**config.mk**
```make
export PLATFORM = sky130hd
export DESIGN_NAME = tlc_ctrl
export DESIGN_NICKNAME = d
export VERILOG_FILES = /design/src/rtl/tlc_pkg.sv /design/src/rtl/tlc_ctrl.sv
export SDC_FILE = /design/constraint.sdc
export NUM_CORES = 1
export LEC_CHECK = 0
export BUFFER_PORTS_ARGS = -buffer_cell sky130_fd_sc_hd__buf_2
export CAP_MARGIN = 20
export CORE_AREA = 5 5 42 44
export DETAILED_ROUTE_END_ITERATION = 12
export DIE_AREA = 0 0 47 49
export HOLD_SLACK_MARGIN = 0.05
export PLACE_DENSITY = 0.54
export SLEW_MARGIN = 0
export SYNTH_ARGS = -nofsm -noshare
export SYNTH_HDL_FRONTEND = slang
export SYNTH_SLANG_ARGS = --single-unit
```
**constraint.sdc**
```tcl
create_clock -name clk -period 2.2 [get_ports clk]
set_clock_uncertainty 0.15 [all_clocks]
set_input_delay 0.22 -clock clk [delete_from_list [all_inputs] [get_ports clk]]
set_output_delay 0.22 -clock clk [all_outputs]
set_load 0.05 [all_outputs]
```
**src/rtl/tlc_pkg.sv**
```systemverilog
package tlc_pkg;

  // Fixed field widths.
  localparam int ADDR_W     = 32;
  localparam int STAMP_W    = 32;
  localparam int LAT_W      = 18;
  localparam int WB_W       = 2;
  localparam int CFG_IDX_W  = 2;
  localparam int CFG_DATA_W = 16;
  localparam int L1_LAT_W   = 8;
  localparam int L2_LAT_W   = 8;
  localparam int MEM_DLY_W  = 16;

  // Register indexes of the configuration port.
  localparam logic [CFG_IDX_W-1:0] REG_L1_LAT    = 2'd0;
  localparam logic [CFG_IDX_W-1:0] REG_L2_LAT    = 2'd1;
  localparam logic [CFG_IDX_W-1:0] REG_MEM_DELAY = 2'd2;

  // Register reset values.
  localparam logic [L1_LAT_W-1:0]  L1_LAT_RST  = 8'd1;
  localparam logic [L2_LAT_W-1:0]  L2_LAT_RST  = 8'd4;
  localparam logic [MEM_DLY_W-1:0] MEM_DLY_RST = 16'd200;

  // Commands from the controller to the datapath.
  typedef struct packed {
    logic clear;
    logic load;
    logic step;
    logic finish;
  } tlc_cmd_t;

  // Status from the datapath to the controller.
  typedef struct packed {
    logic clear_last;
    logic scan_last;
  } tlc_sts_t;

endpackage

```
**src/rtl/tlc_ctrl.sv**
```systemverilog
module tlc_ctrl (
  input  logic            clk,
  input  logic            rst_n,
  input  logic            in_valid,
  output logic            in_ready,
  output logic            out_valid,
  input  logic            out_ready,
  input  tlc_pkg::tlc_sts_t sts,
  output tlc_pkg::tlc_cmd_t cmd
);
  import tlc_pkg::*;

  typedef enum logic [1:0] {
    ST_CLEAR,
    ST_IDLE,
    ST_SCAN,
    ST_FINISH
  } state_t;

  state_t state_r;
  logic   in_ready_r;
  logic   out_valid_r;
  logic   can_finish;

  assign in_ready   = in_ready_r;
  assign out_valid  = out_valid_r;
  assign can_finish = !out_valid_r || out_ready;

  // Commands follow the state and the handshakes.
  always_comb begin
    cmd = '0;
    unique case (state_r)
      ST_CLEAR:  cmd.clear  = 1'b1;
      ST_IDLE:   cmd.load   = in_valid && in_ready_r;
      ST_SCAN:   cmd.step   = 1'b1;
      ST_FINISH: cmd.finish = can_finish;
      default:   cmd = '0;
    endcase
  end

  // State and registered handshake outputs.
  always_ff @(posedge clk) begin
    if (!rst_n) begin
      state_r     <= ST_CLEAR;
      in_ready_r  <= 1'b0;
      out_valid_r <= 1'b0;
    end else begin
      if (out_valid_r && out_ready) begin
        out_valid_r <= 1'b0;
      end
      unique case (state_r)
        ST_CLEAR: begin
          if (sts.clear_last) begin
            state_r    <= ST_IDLE;
            in_ready_r <= 1'b1;
          end
        end
        ST_IDLE: begin
          if (in_valid && in_ready_r) begin
            state_r    <= ST_SCAN;
            in_ready_r <= 1'b0;
          end
        end
        ST_SCAN: begin
          if (sts.scan_last) begin
            state_r <= ST_FINISH;
          end
        end
        ST_FINISH: begin
          if (can_finish) begin
            state_r     <= ST_IDLE;
            in_ready_r  <= 1'b1;
            out_valid_r <= 1'b1;
          end
        end
        default: state_r <= ST_CLEAR;
      endcase
    end
  end

endmodule

```
* Word level (Yosys, flattened, before mapping) *
Cells that the tools add are included.
W data, S select, Z words.

word-level totals
  output and inout port bits = 6
  logic and storage cells = 34
  flip-flop bits (word level) = 4

cells by class
  muxes and demuxes = 16
  eq/ne operators = 7
  reductions and logical operators = 8

operators by type and width
  kind                  number
  $mux W1               10
  $mux W2               4
  $ne A2 B2 Y1 const B  4
  $pmux W2 S4           1
  $reduce_and A4 Y1     2
  $eq A2 B2 Y1 const B  2
  $pmux W1 S3           1
  $reduce_bool A3 Y1    1
  $eq A2 B1 Y1 const B  1
  $logic_and A1 B1 Y1   2
  $logic_not A2 Y1      1
  $logic_not A1 Y1      1
  $logic_or A1 B1 Y1    1

* Logic depth before layout (Yosys ltp) *
Gate-level depths: netlist (run 1).

  word-level depth = 4
  gate-level depth with buffers = 5
  depth with buffers taken out = 5

* Least setup slack after synthesis (run 1) *
OpenSTA, ideal clock, no wires.

  kind = register -> register
  from = register state_r[0]
  to = register state_r[0]
  clock period less this slack = 1.806 ns
  buffers on the path = 0
  path slack = 0.394 ns
  required time = 1.978 ns
  cell stages (with the launch flop) = 6
  data arrival time = 1.584 ns
  cells stage by stage = dfxtp_1 inv_1 ha_1 nor2b_1 a2111oi_4 mux2i_1

on the way
  cells in the longest elaborated chain, start to end = 3
  elaborated cells between the ends (all ways) = 10
  those cells by class = eq/ne (7); mux (1); reduce/logical (2)

ends and longest elaborated chain
  item                                        RTL line        RTL
  from (decl)                                 tlc_ctrl.sv:20  state_t state_r;
  from (signal assigned)                      tlc_ctrl.sv:44  state_r <= ST_CLEAR;
  from (signal assigned)                      tlc_ctrl.sv:54  state_r <= ST_IDLE;
  from (signal assigned)                      tlc_ctrl.sv:60  state_r <= ST_SCAN;
  $eq A2 B1 Y1, or another cell as far along  tlc_ctrl.sv:51  unique case (state_r)
  $ne A2 B2 Y1 (no line)                      n/a
  $reduce_and A4 Y1 (no line)                 n/a

Several ways; a longest one is shown, not always the timed one.
A chain may end at the register's enable or synchronous reset.

==> results of run 1 <==
-- worst reg2reg max path, delay by kind of cell (launching register included) --
family / cells / cell delay, ps
AOI/OAI and AO/OA: 1 / 370
and+or+nand+nor: 1 / 180
DFF: 1 / 370
buffers and inverters: 1 / 80
muxes: 1 / 210
adders and majority gates: 1 / 210
-- metal layers --
metal  vias to the layer above  global-route usage  share of wire
li1                        122                   -              -
met1                        97             0.06154           0.41
met2                        12             0.07692           0.41
met3                         0             0.07380           0.18
met4                         0             0.04147              0
met5                         -                   0              0
-- power by group --
| part | internal, mW | switching, mW |
|---|---|---|
| Sequential | 0.100 | 0.0268 |
| Combinational | 0.155 | 0.242 |
| Clock | 0.0611 | 0.0320 |
-- cell usage in the layout, fill, tap and decap left out, types with 2 or more instances in the layout --
cell type	netlist	final
dfxtp_1	4	4
inv_1	2	2
nand2_1	4	4
ha_1	4	4
buf_2	0	11
clkbuf_4	0	3
a2111oi_4	2	2
nor2b_1	3	3
mux2i_1	3	3
-- cell type report --
| type | instances | area share |
|---|---|---|
| clock buffers | 3 | 0.05521 |
| inverters | 2 | 0.01840 |
| multi-input cells | 21 | 0.5460 |
| flip-flops and latches | 4 | 0.1963 |
| well taps | 16 | 0.04908 |
| repair buffers | 11 | 0.1350 |
-- kinds of logic (layout without fill, tap and decap cells) --
kind of cell | count (synthesis) | after routing | share of synthesized area
and+or+nand+nor | 10 | 10 | 0.1976
adders and majority gates | 4 | 4 | 0.1613
AOI/OAI and AO/OA | 4 | 4 | 0.2621
DFF | 4 | 4 | 0.2581
muxes | 3 | 3 | 0.09678
buffers and inverters | 2 | 16 | 0.02420
-- worst paths after layout --
path | start | endpoint | slack (ps) | cells after the start
setup / recovery | state_r[0] | cmd[0] | 470 | 3
hold / removal | rst_n | out_valid | 110 | 2
setup reg to reg | state_r[0] | state_r[0] | 570 | 5
hold reg to reg | state_r[1] | state_r[1] | 340 | 2
-- registers in the layout, summed over array words and instances, names as in the netlist --
register	cells
state_r	2
in_ready	1
out_valid	1
==> impl_metrics.yaml, run 1 <==
placement:
  dp_slack_ps: 550.7
  placed_cells: 54
  place.gp.congestion: 0.6216
  dp_hpwl_um: 477.6
  portBuffers: 11
  post_dp_cell_area_sq_um: 385.4
timing:
  hold_violations: 0
  maxSlewHeadroom: 0.7595
  hold_ws_ps: 113.4
  max_freq_mhz: 579.3
  tightest_slew_ps: 359.9
  post-route-min-period_ps: 1726
  rsz0062_at_grt: "no"
  setup_ws_ps: 473.8
  tns_ps: 0
  drv_slew: 0
  finalSetupViolCount: 0
  finalCritPeriodShare: 0.7846
route:
  drc: 0
  routed_wl_um: 562
  routedWlPerCell_um: 9.860
  drt-pass1-iter-count: 2
  ant_nets: 0
  avgViaCountPerCell: 4.053
  routed-via-count: 231
  drt_iter0_markers: 1
status:
  status: "completed"
cts:
  clk_latency_ps: 240
  numCtsBuffers: 3
  path_clk_slew_ps: 40
  htreeDepth: 1
  root_buffer: "clkbuf_4"
  cts_hold_buf: 0
  cts_setup_buffers: 0
  clock-sinks: 4
  clockBufferDepth: 2
  cts_resized: 0
  cts_tree: "built"
die:
  core_sq_um: 1401
  die_h_um: 49
  die_w_um: 47
  initial_core_util: 0.2214
  dieArea_sq_um: 2303
  ios: 12
  num_rows: 14
finish:
  area_growth_pct: 31.45
  seqCellArea_sq_um: 80.08
  final_util: 0.2911
  stdcell_count: 57
  drive_gt1_frac: 0.4634
  multi_input_area_sq_um: 222.7
  num_antenna_cells: 0
  fill_cells: 156
  nNetsFinal: 53
  fin_area_sq_um: 407.9
worst_setup_path:
  worstSetupStartpointType: "register"
  crit_buf_inv: 1
  cpLargestDelayFamily: "flip-flops"
  path_max_fanout: 4
  timing.critical_path.cells: "ha_1 -> nor2b_1 -> buf_2"
  critPathMaxStageDelay_ps: 370
  end_kind: "output pin"
  arrival_ps: 1360
  critPathKind: "register to output pin"
  crit_path_top_delay_cell: "dfxtp_1"
  required_ps: 1830
synth:
  synthTopCellsByArea: "dfxtp_1 (26%), a2111oi_4 (18%), ha_1 (16%)"
  yosysSeqAreaShare: 0.2581
  yosys.area.top_type: "dfxtp_1"
  ys_types: 12
  netlist_instances: 27
  async_reset_ff_frac: 0
  ys_seq_elements: 4
  yosys_warnings: 0
  syn_area_sq_um: 310.3
  synthTopCellsByCount: "dfxtp_1 (4), ha_1 (4), nand2_1 (4)"
  synth_top_area_share: 0.2581
  syn-num-nets: 37
  synth_edf_count: 0
  syn_avg_cell_area_sq_um: 11.49
  yosys_most_used_dff: "dfxtp_1"
global_route:
  grt_pass1_wl_um: 959
  grt_max_degree: 7
  grt_pass1_vias: 230
  antenna_found_initial: 0
  grtUsageTotal: 0.06408
  grt-ovfl-total: 0
pwr:
  power_density_nw_per_um2: 1513
  power.leakage_nw: 0.1913
  ir_worst_vdd_v: 0.0006538
  power_mw: 0.6173
flow_run:
  maxCapViolCount: 0
min_path:
  hp-class: "input port to register"
(Power assumes the default switching activity.)
==> inputs of run 2 (changes only) <==
--- a/config.mk
+++ b/config.mk
@@ -5,6 +5,7 @@
 export SDC_FILE = /design/constraint.sdc
 export NUM_CORES = 1
 export LEC_CHECK = 0
+export ABC_AREA = 1
 export BUFFER_PORTS_ARGS = -buffer_cell sky130_fd_sc_hd__buf_2
 export CAP_MARGIN = 20
 export CORE_AREA = 5 5 42 44
==> constraint.sdc (replaced) <==
create_clock -name clk -period 1.5 [get_ports clk]
set_clock_uncertainty 0.15 [all_clocks]
set_input_delay 0.15 -clock clk [delete_from_list [all_inputs] [get_ports clk]]
set_output_delay 0.15 -clock clk [all_outputs]
set_load 0.05 [all_outputs]
==> run 2 against run 1 <==
Net effect:
- clock power increased by 53%
- die area stayed put
- setup slack got worse by 410 ps
- utilization grew 2.2 points
- largest cell class unchanged
- largest power group unchanged
- highest routed layer is now met4
==> impl_metrics.yaml, run 2 <==
status:
  status: "completed"
synth:
  syn_avg_cell_area_sq_um: 6.634
  async_reset_ff_frac: 0
  synth_most_common_cell: "nand2_1"
  syn_area_sq_um: 285.3
  yosysSeqAreaShare: 0.2807
  yosys_most_used_dff: "dfxtp_1"
  synthTopCellsByArea: "dfxtp_1 (28%), ha_1 (18%), nand2_1 (17%)"
  yosys_warnings: 0
  ys_types: 11
  ys_seq_elements: 4
  netlist_instances: 43
  synthTopCellsByCount: "nand2_1 (13), inv_1 (9), nor2_1 (7)"
  syn-num-nets: 53
  synth_top_area_share: 0.2807
  synth_edf_count: 0
  yosys.area.top_type: "dfxtp_1"
worst_setup_path:
  r2r-start: "state_r[0]"
  end_kind: "output pin"
  path_max_fanout: 4
  arrival_ps: 1130
  critPathKind: "register to output pin"
  critPathMaxStageDelay_ps: 330
  cpLargestDelayFamily: "flip-flops"
  regToRegEndpoint: "state_r[0]"
  cpMostUsedCell: "inv_1"
  timing.critical_path.cells: "inv_1 -> ha_4 -> inv_1 -> nor2_2 -> buf_6"
  worstSetupStartpointType: "register"
  r2r.worst_path.cells: 8
  required_ps: 1200
  crit_path_top_delay_cell: "dfxtp_2"
  crit_buf_inv: 3
  regToRegSetupSlack_ps: 170
timing:
  max_freq_mhz: 697.3
  post-route-min-period_ps: 1434
  tns_ps: 0
  drv_slew: 0
  setup_ws_ps: 65.92
  maxSlewHeadroom: 0.8349
  finalCritPeriodShare: 0.9561
  finalSetupViolCount: 0
  hold_violations: 0
  hold_ws_ps: 68.18
  rsz0062_at_grt: "no"
  tightest_slew_ps: 249.3
finish:
  largest_reg_flops: 2
  final_util: 0.3134
  final_cell_mix: "nand2_1 (13), inv_1 (9), buf_2 (8), nor2_1 (6)"
  area_growth_pct: 53.95
  layout_commonest_cell: "nand2_1"
  drive_gt1_frac: 0.4483
  nNetsFinal: 70
  fill_cells: 164
  num_antenna_cells: 0
  top_register: "state_r"
route:
  drt-pass1-iter-count: 4
  drt_iter0_markers: 4
  wl_met2_um: 253
  top_layer_used: "met4"
  routed-via-count: 273
  wl_met3_um: 80
  routedWlPerCell_um: 7.838
  drc: 0
  ant_nets: 0
  routed_wl_um: 580
  avgViaCountPerCell: 3.689
  met1Wirelength_um: 237
die:
  die_w_um: 47
  core_sq_um: 1401
  ios: 12
  num_rows: 14
  dieArea_sq_um: 2303
  initial_core_util: 0.2036
  die_h_um: 49
pwr:
  power_density_nw_per_um2: 2149
  ir_worst_vdd_v: 0.0004916
  power.leakage_nw: 0.2225
min_path:
  holdPathEnd: "out_valid"
  hp-start: "out_ready"
  hold_path_depth: 4
  hp-class: "input port to register"
global_route:
  grt_max_degree: 5
  grt-ovfl-total: 0
  antenna_found_initial: 0
  grt_pass1_vias: 238
  grtUsageTotal: 0.06761
  grt_pass1_wl_um: 979
cts:
  clock-sinks: 4
  clk_latency_ps: 240
  numCtsBuffers: 3
  path_clk_slew_ps: 40
  cts_setup_buffers: 0
  root_buffer: "clkbuf_4"
  cts_tree: "built"
  htreeDepth: 1
  clockBufferDepth: 2
placement:
  portBuffers: 11
  dp_slack_ps: 118.5
  dp_hpwl_um: 488.9
  place.gp.congestion: 0.6695
flow_run:
  maxCapViolCount: 0
==> run 2: through the flow <==
stage / power, mW / instance area, sq um / instances
floorplan: 0.6689 / 296.5 / 43
global placement: 0.7540 / 371.6 / 70
detailed placement: 0.7618 / 371.6 / 70
CTS: 0.9241 / 419.2 / 74
global route: 1.047 / 439.2 / 74
finish: 0.9436 / 439.2 / 74
==> run 2: timing repair <==
action	CTS	global route
endpoints found under the hold margin	4	0
gates resized for setup	5	7
gates cloned	0	0
setup endpoints to repair	2	5
hold buffers	1	0
==> run 2: how the worst max path moves through the flow <==
stage	depth (start not counted)	from	endpoint
after CTS	4	state_r[0]	cmd[0]
after global placement	8	state_r[0]	state_r[0]
after global routing	5	state_r[1]	cmd[2]
final	5	state_r[1]	cmd[2]
after detailed placement	8	state_r[0]	state_r[0]
after floorplan	2	in_ready	cmd[2]
==> run 2: per-layer routing <==
layer  GRT usage  up-vias
met5           0        -
met4     0.04147        0
met3     0.07749        2
met2     0.08145       11
met1     0.06593      105
li1            -      155
==> run 2: area by class of cell <==
cell class / count / area [sq um] / share of cell area
Tap cell: 16 / 20.02 / 0.04558
Sequential cell: 4 / 85.08 / 0.1937
Timing Repair Buffer: 12 / 80.08 / 0.1823
Multi-Input combinational cell: 30 / 197.7 / 0.4501
Inverter: 9 / 33.78 / 0.07692
Clock buffer: 3 / 22.52 / 0.05128
==> run 2: kinds of logic after synthesis <==
family | Yosys count | share of synthesized area
AO/OA/AOI/OAI | 2 | 0.04385
adder cells (fa/ha/maj) | 4 | 0.1754
buffers and inverters | 9 | 0.1184
flip-flops | 4 | 0.2807
AND/OR/NAND/NOR | 24 | 0.3816
==> run 2: worst min-delay path, stage by stage <==
cell and delay (ps):
buf_2 70, inv_1 60, nand2_1 60, a21boi_0 70
==> run 2: report_power, final <==
| group | internal [mW] | switching [mW] |
|---|---|---|
| Clock | 0.0901 | 0.0524 |
| Combinational | 0.194 | 0.402 |
| Sequential | 0.161 | 0.0452 |
| Total | 0.444 | 0.499 |
==> inputs of run 3 (changes only) <==
--- a/config.mk
+++ b/config.mk
@@ -12,7 +12,7 @@
 export DETAILED_ROUTE_END_ITERATION = 12
 export DIE_AREA = 0 0 47 49
 export HOLD_SLACK_MARGIN = 0.05
-export PLACE_DENSITY = 0.54
+export PLACE_DENSITY = 0.53
 export SLEW_MARGIN = 0
 export SYNTH_ARGS = -nofsm -noshare
 export SYNTH_HDL_FRONTEND = slang
==> run 3 against run 2 <==
Net effect:
- setup slack lost 16 ps
- cell count is the same
- sequential power shrank 7%
- critical path depth is the same
- via count grew 4.4%
- first-iteration DRC count is the same
- utilization shrank 1.3 points
- design area shrank 4.3%
- routed wire length shrank 1.2%
- largest cell class unchanged
==> impl_metrics.yaml, run 3 (synthesis gave the netlist of run 2 again) <==
die:
  die_h_um: 49
  dieArea_sq_um: 2303
  core_sq_um: 1401
  ios: 12
  initial_core_util: 0.2036
  die_w_um: 47
  num_rows: 14
route:
  routed_wl_um: 573
  drt-pass1-iter-count: 4
  ant_nets: 0
  routedWlPerCell_um: 7.743
  drt_iter0_markers: 4
  drc: 0
  avgViaCountPerCell: 3.851
  routed-via-count: 285
timing:
  max_freq_mhz: 689.6
  tightest_slew_ps: 250.8
  finalSetupViolCount: 0
  drv_slew: 0
  tns_ps: 0
  rsz0062_at_grt: "yes"
  post-route-min-period_ps: 1450
  maxSlewHeadroom: 0.8339
  finalCritPeriodShare: 0.9667
  hold_violations: 0
worst_setup_path:
  arrival_ps: 1150
  end_kind: "output pin"
  crit_start: "state_r[1]"
  worstSetupStartpointType: "register"
  path_max_fanout: 4
  r2r-start: "state_r[0]"
  required_ps: 1200
  critPathKind: "register to output pin"
finish:
  top_register: "state_r"
  drive_gt1_frac: 0.4310
  num_antenna_cells: 0
  fin_area_sq_um: 420.4
  final_cell_mix: "nand2_1 (13), buf_2 (9), inv_1 (8), nor2_1 (6)"
  fill_cells: 173
  final_util: 0.3000
  nNetsFinal: 70
  area_growth_pct: 47.37
  largest_reg_flops: 2
  layout_commonest_cell: "nand2_1"
cts:
  root_buffer: "clkbuf_4"
  clockBufferDepth: 2
  path_clk_slew_ps: 50
  clock-sinks: 4
  numCtsBuffers: 3
  cts_tree: "built"
  htreeDepth: 1
  cts_setup_buffers: 0
  clk_latency_ps: 240
global_route:
  grt_pass1_vias: 246
  use_met1: 0.05470
  grtUsageMet2: 0.09050
  grt_max_degree: 5
  grt_pass1_wl_um: 959
  grtUsageTotal: 0.06259
  grt-busiest-layer: "met2"
  antenna_found_initial: 0
  grt-ovfl-total: 0
  use_met3: 0.03321
status:
  status: "completed"
flow_run:
  maxCapViolCount: 0
pwr:
  power.leakage_nw: 0.2220
  power_mw: 0.9068
  ir_worst_vdd_v: 0.0004741
  power_density_nw_per_um2: 2157
placement:
  place.gp.congestion: 0.6720
  post_dp_cell_area_sq_um: 371.6
  dp_hpwl_um: 458.5
  portBuffers: 11
min_path:
  hp-class: "input port to register"
  hp-start: "out_ready"
[run 3: changes by cell type in the layout (fill, tap and decap cells not counted)]
cell | before | now
buf_2 | 8 | 9
buf_4 | 1 | 0
inv_1 | 9 | 8
dfxtp_1 | 2 | 3
dfxtp_4 | 1 | 0
ha_4 | 1 | 0
inv_2 | 0 | 1
ha_1 | 0 | 1
[run 3: final timing paths]
check / endpoint / slack, ps / depth (start not counted)
max: cmd[2] / 50 / 5
min reg2reg: in_ready / 350 / 2
max reg2reg: state_r[0] / 140 / 8
min: out_valid / 80 / 4
[run 3: through the flow]
stage,std cells,setup slack [ps],hold WS (ps)
floorplan,43,-20.04,120.4
global placement,70,122.2,272.9
detailed placement,70,126.3,271.6
CTS,74,-6.314,79.11
global route,74,-27.62,126.2
finish,74,49.97,82.50
[run 3: critical path, cell delays in order, from the launching register on]
cell and delay, ps:
dfxtp_2 330, inv_2 60, ha_2 190, inv_1 50, nor2_2 110, buf_6 160
[run 3: repair_timing]
item	CTS	global route
hold buffers	1	0
endpoints found under the hold margin	3	0
resized for setup	4	3
endpoints found under the setup margin	2	2
[run 3: final cells by class]
cell class / instances / area (sq um) / share of cell area
Multi-Input combinational cell: 30 / 185.2 / 0.4405
Inverter: 9 / 33.78 / 0.08036
Timing Repair Buffer: 12 / 77.57 / 0.1845
Clock buffer: 3 / 22.52 / 0.05357
Tap cell: 16 / 20.02 / 0.04762
Sequential cell: 4 / 81.33 / 0.1935
[run 3: power by group]
group | switching, mW | internal, mW | leakage, nW
Sequential | 0.0399 | 0.152 | 0.0334
Clock | 0.0507 | 0.0900 | 0.0138
Combinational | 0.395 | 0.179 | 0.175
[run 3: per-layer routing]
metal,share of wire,vias to the layer above
met1,0.39,124
met4,0.021,0
met5,0,-
li1,-,154
met2,0.53,5
met3,0.052,2
